[config.mk]
export PLATFORM = sky130hd
export DESIGN_NAME = string_escape_decoder_top
export DESIGN_NICKNAME = d
export VERILOG_FILES = /design/src/rtl/sed_pkg.sv /design/src/rtl/sed_core.sv /design/src/rtl/sed_queue.sv /design/src/rtl/string_escape_decoder_top.sv
export SDC_FILE = /design/constraint.sdc
export NUM_CORES = 1
export LEC_CHECK = 0
export BUFFER_PORTS_ARGS = -buffer_cell sky130_fd_sc_hd__buf_4
export CELL_PAD_IN_SITES_DETAIL_PLACEMENT = 2
export CELL_PAD_IN_SITES_GLOBAL_PLACEMENT = 2
export CORE_UTILIZATION = 30
export DETAILED_ROUTE_END_ITERATION = 16
export PLACE_DENSITY_LB_ADDON = 0.1
export SLEW_MARGIN = 20
export SYNTH_ARGS = -nofsm -noshare
export SYNTH_HDL_FRONTEND = slang
export SYNTH_HIERARCHICAL = 1
export SYNTH_SLANG_ARGS = --single-unit
[constraint.sdc]
create_clock -name clk_i -period 4.1 [get_ports clk_i]
set_input_delay 0.205 -clock clk_i [delete_from_list [all_inputs] [get_ports clk_i]]
set_output_delay 0.205 -clock clk_i [all_outputs]
set_load 0.1 [all_outputs]
[src/rtl/sed_pkg.sv]
// Shared types, codes and character helpers for the string escape decoder.
// No dependencies; imported by sed_core, sed_queue and string_escape_decoder_top.
`default_nettype none

package sed_pkg;

  localparam int unsigned ByteW  = 8;
  localparam int unsigned KindW  = 2;
  localparam int unsigned QDepth = 3;

  localparam logic [ByteW-1:0] ChNul   = 8'h00;
  localparam logic [ByteW-1:0] ChQuote = 8'h22;
  localparam logic [ByteW-1:0] ChBslash = 8'h5C;
  localparam logic [ByteW-1:0] ChX     = 8'h78;
  localparam logic [4:0]       HexNone = 5'd16;

  typedef enum logic [5:0] {
    MODE_IDLE = 6'b000001,
    MODE_BODY = 6'b000010,
    MODE_ESC  = 6'b000100,
    MODE_HEX1 = 6'b001000,
    MODE_HEX2 = 6'b010000,
    MODE_OCT  = 6'b100000
  } mode_e;

  typedef enum logic [KindW-1:0] {
    KIND_BYTE   = 2'd0,
    KIND_CLOSE  = 2'd1,
    KIND_HEX    = 2'd2,
    KIND_UNTERM = 2'd3
  } kind_e;

  typedef struct packed {
    logic             last;
    kind_e            kind;
    logic [ByteW-1:0] value;
  } result_t;

  // Results produced by one accepted byte: cnt is 0, 1 or 2
  typedef struct packed {
    logic [1:0] cnt;
    result_t    r0;
    result_t    r1;
  } push_t;

  // 0..15 for a hex digit, HexNone otherwise
  function automatic logic [4:0] hex_val(input logic [ByteW-1:0] c);
    logic [4:0] h;
    h = HexNone;
    if (c >= 8'h30 && c <= 8'h39) begin
      h = 5'(c - 8'h30);
    end else if (c >= 8'h61 && c <= 8'h66) begin
      h = 5'(c - 8'h57);
    end else if (c >= 8'h41 && c <= 8'h46) begin
      h = 5'(c - 8'h37);
    end
    return h;
  endfunction

  function automatic logic is_oct(input logic [ByteW-1:0] c);
    return (c >= 8'h30) && (c <= 8'h37);
  endfunction

  function automatic logic [ByteW-1:0] escape_code(input logic [ByteW-1:0] c);
    logic [ByteW-1:0] r;
    case (c)
      8'h61: r = 8'h07;   // a
      8'h62: r = 8'h08;   // b
      8'h74: r = 8'h09;   // t
      8'h6E: r = 8'h0A;   // n
      8'h76: r = 8'h0B;   // v
      8'h66: r = 8'h0C;   // f
      8'h72: r = 8'h0D;   // r
      8'h65: r = 8'h1B;   // e
      default: r = c;
    endcase
    return r;
  endfunction

endpackage

`default_nettype wire

[src/rtl/sed_core.sv]
// Decode state machine: mode, octal digit count and accumulator registers
// with the single-pass next-state and result logic. Depends on sed_pkg.
`default_nettype none

module sed_core (
  input  wire logic                     clk_i,
  input  wire logic                     rst_ni,
  input  wire logic                     take_i,
  input  wire logic [sed_pkg::ByteW-1:0] ch_i,
  output sed_pkg::push_t                push_o
);
  import sed_pkg::*;

  mode_e            mode_q, mode_d;
  logic [1:0]       dc_q, dc_d;
  logic [ByteW-1:0] acc_q, acc_d;

  // outcome of treating ch_i as a plain body byte
  mode_e   b_mode;
  logic    b_emit;
  result_t b_res;
  logic [4:0] h;
  logic [ByteW-1:0] oct_acc;
  push_t   p;

  always_comb begin
    b_res = '{last: 1'b0, kind: KIND_BYTE, value: ch_i};
    b_emit = 1'b1;
    b_mode = MODE_BODY;
    if (ch_i == ChNul) begin
      b_mode = MODE_IDLE;
      b_res.kind = KIND_UNTERM;
      b_res.value = '0;
    end else if (ch_i == ChQuote) begin
      b_mode = MODE_IDLE;
      b_res.kind = KIND_CLOSE;
      b_res.value = '0;
    end else if (ch_i == ChBslash) begin
      b_mode = MODE_ESC;
      b_emit = 1'b0;
    end
  end

  always_comb begin
    h = hex_val(ch_i);
    oct_acc = {acc_q[ByteW-4:0], ch_i[2:0]};
    mode_d = mode_q;
    dc_d = dc_q;
    acc_d = acc_q;
    p = '0;
    case (mode_q)
      MODE_BODY: begin
        mode_d = b_mode;
        if (b_emit) begin
          p.cnt = 2'd1;
          p.r0 = b_res;
        end
      end
      MODE_ESC: begin
        if (ch_i == ChNul) begin
          mode_d = MODE_IDLE;
          p.cnt = 2'd1;
          p.r0.kind = KIND_UNTERM;
        end else if (ch_i == ChX) begin
          mode_d = MODE_HEX1;
          acc_d = '0;
        end else if (is_oct(ch_i)) begin
          mode_d = MODE_OCT;
          acc_d = {5'd0, ch_i[2:0]};
          dc_d = 2'd1;
        end else begin
          mode_d = MODE_BODY;
          p.cnt = 2'd1;
          p.r0.value = escape_code(ch_i);
        end
      end
      MODE_HEX1: begin
        if (h == HexNone) begin
          mode_d = MODE_IDLE;
          p.cnt = 2'd1;
          p.r0.kind = KIND_HEX;
        end else begin
          acc_d = {4'd0, h[3:0]};
          mode_d = MODE_HEX2;
        end
      end
      MODE_HEX2: begin
        p.cnt = 2'd1;
        if (h == HexNone) begin
          mode_d = MODE_IDLE;
          p.r0.kind = KIND_HEX;
        end else begin
          mode_d = MODE_BODY;
          p.r0.value = {acc_q[3:0], h[3:0]};
        end
      end
      MODE_OCT: begin
        if (is_oct(ch_i) && dc_q != 2'd3) begin
          acc_d = oct_acc;
          dc_d = dc_q + 2'd1;
          if (dc_d == 2'd3) begin
            mode_d = MODE_BODY;
            p.cnt = 2'd1;
            p.r0.value = oct_acc;
          end
        end else begin
          // flush the octal value, then handle this byte as body text
          mode_d = b_mode;
          p.cnt = 2'd1;
          p.r0.value = acc_q;
          if (b_emit) begin
            p.cnt = 2'd2;
            p.r1 = b_res;
          end
        end
      end
      default: begin
        // opening quote, or any byte at all, starts the body
        mode_d = MODE_BODY;
      end
    endcase
    if (mode_d != MODE_OCT) begin
      dc_d = 2'd0;
    end
    p.r0.last = (p.cnt == 2'd1);
    p.r1.last = 1'b1;
    if (!take_i) begin
      p.cnt = 2'd0;
    end
  end

  assign push_o = p;

  always_ff @(posedge clk_i or negedge rst_ni) begin
    if (!rst_ni) begin
      mode_q <= MODE_IDLE;
      dc_q <= 2'd0;
      acc_q <= '0;
    end else if (take_i) begin
      mode_q <= mode_d;
      dc_q <= dc_d;
      acc_q <= acc_d;
    end
  end

  a_oct_count: assert property (@(posedge clk_i) disable iff (!rst_ni)
    (mode_q == MODE_OCT) |-> (dc_q == 2'd1 || dc_q == 2'd2))
    else $error("octal digit count out of range");

  a_count_clear: assert property (@(posedge clk_i) disable iff (!rst_ni)
    (mode_q != MODE_OCT) |-> (dc_q == 2'd0))
    else $error("digit count held outside octal escape");

  a_two_only_oct: assert property (@(posedge clk_i) disable iff (!rst_ni)
    (push_o.cnt == 2'd2) |-> (mode_q == MODE_OCT))
    else $error("two results from a byte outside an octal escape");

endmodule

`default_nettype wire

[src/rtl/sed_queue.sv]
// Three-entry result queue: takes up to two results a cycle, presents one.
// Depends on sed_pkg.
`default_nettype none

module sed_queue (
  input  wire logic            clk_i,
  input  wire logic            rst_ni,
  input  wire sed_pkg::push_t  push_i,
  output logic                 room_o,
  output logic                 valid_o,
  input  wire logic            ready_i,
  output sed_pkg::result_t     head_o
);
  import sed_pkg::*;

  result_t    q_q [QDepth];
  result_t    q_d [QDepth];
  logic [1:0] cnt_q, cnt_d, cnt_p, cnt_p1;
  logic       pop;

  assign valid_o = (cnt_q != 2'd0);
  assign room_o  = (cnt_q <= 2'd1);
  assign head_o  = q_q[0];
  assign pop     = valid_o && ready_i;
  assign cnt_p   = cnt_q - {1'b0, pop};
  assign cnt_p1  = cnt_p + 2'd1;
  assign cnt_d   = cnt_p + push_i.cnt;

  always_comb begin
    for (int i = 0; i < QDepth; i++) begin
      if (pop && i < QDepth - 1) begin
        q_d[i] = q_q[i+1];
      end else begin
        q_d[i] = q_q[i];
      end
      if (push_i.cnt != 2'd0 && 2'(i) == cnt_p) begin
        q_d[i] = push_i.r0;
      end
      if (push_i.cnt == 2'd2 && 2'(i) == cnt_p1) begin
        q_d[i] = push_i.r1;
      end
    end
  end

  always_ff @(posedge clk_i) begin
    for (int i = 0; i < QDepth; i++) begin
      q_q[i] <= q_d[i];
    end
  end

  always_ff @(posedge clk_i or negedge rst_ni) begin
    if (!rst_ni) begin
      cnt_q <= 2'd0;
    end else begin
      cnt_q <= cnt_d;
    end
  end

  a_push_room: assert property (@(posedge clk_i) disable iff (!rst_ni)
    (push_i.cnt != 2'd0) |-> (cnt_q <= 2'd1))
    else $error("results pushed without room");

  a_pair_kept: assert property (@(posedge clk_i) disable iff (!rst_ni)
    (push_i.cnt == 2'd2) |=> (cnt_q >= 2'd2))
    else $error("result pair lost");

  a_single_kept: assert property (@(posedge clk_i) disable iff (!rst_ni)
    (push_i.cnt == 2'd1) |=> (cnt_q != 2'd0))
    else $error("pushed result lost");

endmodule

`default_nettype wire

[src/rtl/string_escape_decoder_top.sv]
// Top level of the string escape decoder: decode core and result queue.
// Depends on sed_pkg, sed_core and sed_queue.
//
//  channel  | dir | payload                              | transaction
//  s_axis   | in  | tdata[7:0] = ch                      | tvalid & tready
//  m_axis   | out | tdata[7:0] = value, tuser = kind,    | tvalid & tready
//           |     | tlast = last                         |
//
// One byte is accepted per cycle while s_axis_tready is high; its results enter the
// queue at the same edge and reach m_axis behind any waiting results. A byte that gives
// two results (end of a short octal escape) needs two transfers on the output port.
// Reset puts the decoder in idle (any byte then opens the body) and empties the queue.
// s_axis_tready is high while at most one result waits, so output stalls back up
// to the input after two held results.
`default_nettype none

module string_escape_decoder_top (
  input  wire logic                      clk_i,
  input  wire logic                      rst_ni,
  input  wire logic                      s_axis_tvalid,
  output logic                           s_axis_tready,
  input  wire logic [sed_pkg::ByteW-1:0] s_axis_tdata,   // [7:0] ch
  output logic                           m_axis_tvalid,
  input  wire logic                      m_axis_tready,
  output logic [sed_pkg::ByteW-1:0]      m_axis_tdata,   // [7:0] value
  output logic [sed_pkg::KindW-1:0]      m_axis_tuser,   // [1:0] kind
  output logic                           m_axis_tlast
);
  import sed_pkg::*;

  push_t   push;
  result_t head;
  logic    take;

  assign take = s_axis_tvalid && s_axis_tready;

  sed_core u_core (
    .clk_i  (clk_i),
    .rst_ni (rst_ni),
    .take_i (take),
    .ch_i   (s_axis_tdata),
    .push_o (push)
  );

  sed_queue u_queue (
    .clk_i   (clk_i),
    .rst_ni  (rst_ni),
    .push_i  (push),
    .room_o  (s_axis_tready),
    .valid_o (m_axis_tvalid),
    .ready_i (m_axis_tready),
    .head_o  (head)
  );

  assign m_axis_tdata = head.value;
  assign m_axis_tuser = head.kind;
  assign m_axis_tlast = head.last;

endmodule

`default_nettype wire
Yosys cells after proc, flatten, opt, wreduce, memory -nomap -nowiden
Memories as Yosys holds them, arrays and structs flattened.
Cells that the tools add are included.
{"block": "classes", "addsub": 7, "n_lt_le_gt_ge": 8, "n_eq_ne": 34, "mux": 63, "n_reduce_logical": 23}
{"cell": "$mux W11", "count": 8}
{"cell": "$mux W8", "count": 11}
{"cell": "$eq A8 B7 Y1 const B", "count": 10}
{"cell": "$pmux W8 S8", "count": 1}
{"cell": "$mux W6", "count": 7}
{"cell": "$mux W10", "count": 4}
{"cell": "$pmux W8 S4", "count": 1}
{"cell": "$pmux W6 S5", "count": 1}
{"cell": "$mux W2", "count": 13}
{"cell": "$pmux W8 S3", "count": 1}
{"cell": "$mux W5", "count": 4}
{"cell": "$ge A8 B7 Y1 const B", "count": 2}
{"cell": "$le A8 B6 Y1 const B", "count": 2}
{"cell": "$le A8 B7 Y1 const B", "count": 2}
{"cell": "$sub A5 B5 Y5 const B", "count": 3}
{"cell": "$logic_and A1 B1 Y1", "count": 13}
{"cell": "$mux W12", "count": 1}
{"cell": "$reduce_and A6 Y1", "count": 2}
{"cell": "$pmux W2 S5", "count": 1}
{"cell": "$mux W9", "count": 1}
{"cell": "$ne A3 B1 Y1 const B", "count": 3}
{"cell": "$eq A8 B6 Y1 const B", "count": 1}
{"cell": "$ge A8 B6 Y1 const B", "count": 1}
{"cell": "$logic_not A8 Y1", "count": 1}
{"cell": "other kinds (26)", "count": 41}
{"block": "totals", "reg_bits": 18, "ram_bits": 33, "in_bits": 12, "out_inout_bits": 13, "elab_cells": 140, "memories": 1}
{"name": "u_queue.q_q", "words": 3, "word_bits": 11, "read_ports": 3, "rd_ports_with_merged_regs": 0, "wr": 3, "line": "sed_queue.sv:16", "text": "result_t q_q [QDepth];"}

Depth between registers and ports, before layout
{"block": "depth", "ltp_word": 13, "mapped_depth": 14, "ltp_nobuf": 10}

Cells and area by module
Netlist, hierarchy kept.
{"mod": "sed_core", "instances": 1, "cells_per_inst": 263, "area_per_inst_um2": 2054.5, "seq_area_each_um2": 401.6}
{"mod": "sed_queue", "instances": 1, "cells_per_inst": 162, "area_per_inst_um2": 1965.6, "seq_area_each_um2": 1041.0}
{"mod": "string_escape_decoder_top", "instances": 1, "cells_per_inst": 1, "area_per_inst_um2": 6.3, "seq_area_each_um2": 0.0}

Worst setup path before layout
Ideal clock, no wire load.
{"block": "synth_timing", "kind": "input port to flip-flop", "startpoint": "input port s_axis_tdata[0] in the netlist's numbering", "endpoint": "memory u_queue/q_q[0][22] in the netlist's numbering (enable)", "setup_ns": 0.394, "arrival_time_ns": 3.257, "required_time_ns": 3.706, "setup_slack_ns": 0.449, "stages": 10, "path_buffers": 2, "cell_sequence": "buf_2 -> inv_1 -> ha_1 -> or4b_2 -> a211oi_2 -> nor2_1 -> a21oi_1 -> clkbuf_1 -> o21ai_0 -> o21ai_0"}
{"element": "from (decl)", "line": "string_escape_decoder_top.sv:22", "text": "input wire logic [sed_pkg::ByteW-1:0] s_axis_tdata,"}
{"element": "to (decl)", "line": "sed_queue.sv:16"}

==> impl_metrics.yaml <==
clocking:
  clk_pin_slew_ns: 0.07
  clk_path_buf_depth: 2
  cts_root_buf: "clkbuf_16"
  htreeDepth: 2
  clkLatencyLatePin_ns: 0.31
  cts_buffers: 5
  clock-sinks: 51
  cts_tree: "yes"
worst_setup_path:
  cp_slowest_cell: "nor3_2"
  start_kind: "flip-flop"
  critPathRequiredTime_ns: 4.10
  critPathArrivalTime_ns: 3.61
  max_stage_delay_ns: 0.48
  crit_top_cell: "buf_4"
  criticalPathCategory: "flip-flop to flip-flop"
  path_cells: "ha_1, nor3_2, nor2_1, a2111oi_0, buf_4, a21oi_1, nor3b_2, buf_4, nand2_1, o21ai_0, buf_4"
  endpoint_kind: "flip-flop"
  cp_max_fo: 12
floorplan:
  die-area_um2: 13900
  start_util: 0.313
  die_w_um: 118
  core_area_um2: 12900
  die_h_um: 118
  ios: 25
  num_rows: 41
final_layout:
  syn_to_final_growth_pct: 12.7
  n_antenna_cell: 0
  layout-drive-gt1-share: 0.227
  fillers: 1433
  stdcell_area_um2: 4540
  ff_latch_area_um2: 1440
  multiInputGateArea_um2: 2290
  finish.utilization: 0.353
  fin_nets: 459
  final_cells: 613
sta:
  rsz0062_at_grt: "no"
  setup_violations: 0
  tightest_slew_ns: 0.918
  min_period_ns: 3.61
  hold_viol: 0
  slew_headroom: 0.380
  fin_skew_ns: 0.0101
  finalSetupTns_ns: 0
  drv_slew: 0
  max_freq_mhz: 277
  period_share: 0.881
  setup_ws_ns: 0.489
drt:
  drt_iter0_drc: 198
  first_pass_iters: 4
  routedWlPerCell_um: 24.5
  drcViolationCount: 0
  drt-total-wl_mm: 15.0
  via_count: 3629
  viasPerCell: 5.92
  postRouteAntennaNets: 0
yosys:
  ys_seq_area_frac: 0.358
  async_flop_share: 0.353
  synth_flop_cell: "edfxtp_1"
  ys_warn_count: 6
  synth_nets: 445
  ys_types: 76
  synth_cells: 426
  synth_most_common_cell: "edfxtp_1"
  synth_edf_count: 33
  synth.area.top_cells: "edfxtp_1, dfrtp_1, a221o_1"
  synth_area_leader_cell: "edfxtp_1"
  yosysTopAreaCellShare: 0.246
  synth_common_cells: "edfxtp_1, and3_1, nand2_1"
  synth.avg_cell_area_um2: 9.45
  ys_seq_elements: 51
  syn_area_um2: 4030
grt:
  antenna_found_initial: 0
  grt_overflow: 0
  grt_max_degree: 37
  grt_pass1_wl_mm: 23.7
  grt_pass1_vias: 3820
  grtUsageTotal: 0.225
placed_design:
  pre_cts_ws_ns: 0.397
  placed_area_um2: 4380
  dp_hpwl_mm: 11.1
  port-buffer-count: 24
  gp_congestion: 0.855
  dp.cells: 604
pwr:
  p_leak_nw: 1.72
  ir_drop_mv: 0.311
  powerDensity_nw_per_um2: 567
status:
  status: "completed"
job:
  cap_violations: 0
worst_hold_path:
  hp-class: "input pin to async pin"
-- critical path: cells and delay by family (launching register included) --
family / cells / cell delay [ns]
AO/OA/AOI/OAI: 3 / 0.78
adder cells (fa/ha/maj): 1 / 0.27
flip-flops: 1 / 0.40
buffers and inverters: 3 / 0.66
AND/OR/NAND/NOR: 4 / 1.19
-- logic make-up (layout without fill, tap and decap cells) --
| logic type | count (synthesis) | count (layout) | share of synthesized area |
|---|---|---|---|
| flip-flops | 51 | 51 | 0.358 |
| other | 1 | 1 | 0.000931 |
| AO/OA/AOI/OAI | 117 | 117 | 0.222 |
| adder cells (fa/ha/maj) | 7 | 7 | 0.0218 |
| XOR/XNOR | 9 | 9 | 0.0233 |
| buffers and inverters | 58 | 73 | 0.0736 |
| multiplexers | 18 | 18 | 0.0494 |
| AND/OR/NAND/NOR | 165 | 165 | 0.251 |
-- layout make-up --
type	count	area share
clock inverter	3	0.00606
inverter	13	0.0107
timing repair buffer	52	0.0865
sequential	51	0.318
multi-input combinational	317	0.504
tap	172	0.0474
clock buffer	5	0.0276
-- flip-flops by register name, summed over array words and instances, names as in the netlist --
register / cells
u_queue/q_q: 33
u_core/acc_q: 8
u_core/mode_q: 6
u_core/dc_q: 2
u_queue/cnt_q: 2
-- power breakdown --
group	total [mW]	switching [mW]	internal, mW	leakage [nW]
registers	0.798	0.0632	0.735	0.541
logic	1.33	0.961	0.367	1.11
clock network	0.445	0.213	0.232	0.0719
total	2.57	1.24	1.33	1.72
-- layer usage --
layer | share of wire | vias up | routed length (um) | GRT usage
li1 | - | 1671 | - | -
met1 | 0.50 | 1881 | 7520 | 0.324
met2 | 0.45 | 66 | 6780 | 0.354
met3 | 0.034 | 11 | 506 | 0.0296
met4 | 0.013 | 0 | 191 | 0.0505
met5 | 0 | - | 0 | 0
-- worst paths after layout --
path	from	to	slack [ns]	depth (start not counted)
worst max-delay path	u_core/dc_q[0]$_DFFE_PN0P_	u_queue/q_q[0][30]$_DFFE_PP_	0.49	11
worst min-delay path	rst_ni	u_core/dc_q[1]$_DFFE_PN0P_	0.31	2
worst max register to register	u_core/dc_q[0]$_DFFE_PN0P_	u_queue/q_q[0][30]$_DFFE_PP_	0.49	11
worst min register to register	u_core/acc_q[7]$_DFFE_PN0P_	u_core/acc_q[7]$_DFFE_PN0P_	0.52	1
max in group asynchronous	rst_ni	u_core/mode_q[0]$_DFFE_PN1P_	3.52	2
min in group clk_i	s_axis_tdata[0]	u_core/acc_q[0]$_DFFE_PN0P_	0.32	3
-- cells in the final DEF, fill, tap and decap left out, types with 6 or more instances in the layout --
master     n
mux2_2    13
nand2_1   23
nand3_1   11
a21oi_1   12
a31oi_1   12
ha_1       7
o21ai_0   22
and3_1    25
dfrtp_1   17
nor2_1    17
nor2b_1    8
edfxtp_1  33
a221o_1   18
buf_4     51
inv_1     13
nand4b_1  14
nand2b_1   6
nor3_1    22
-- through the flow --
step | hold slack, ns | power, mW
finish | 0.309 | 2.57
global route | 0.329 | 2.69
CTS | 0.314 | 2.59
detailed placement | 0.100 | 2.13
global placement | 0.0990 | 2.11
floorplan | -0.0906 | 1.84
-- timing repair --
action	CTS	global route
gates resized for setup	0	0
endpoints found under the hold margin	17	0
setup buffers	0	0
hold buffers	1	0
Note: power is estimated with default switching activity, not from simulation.
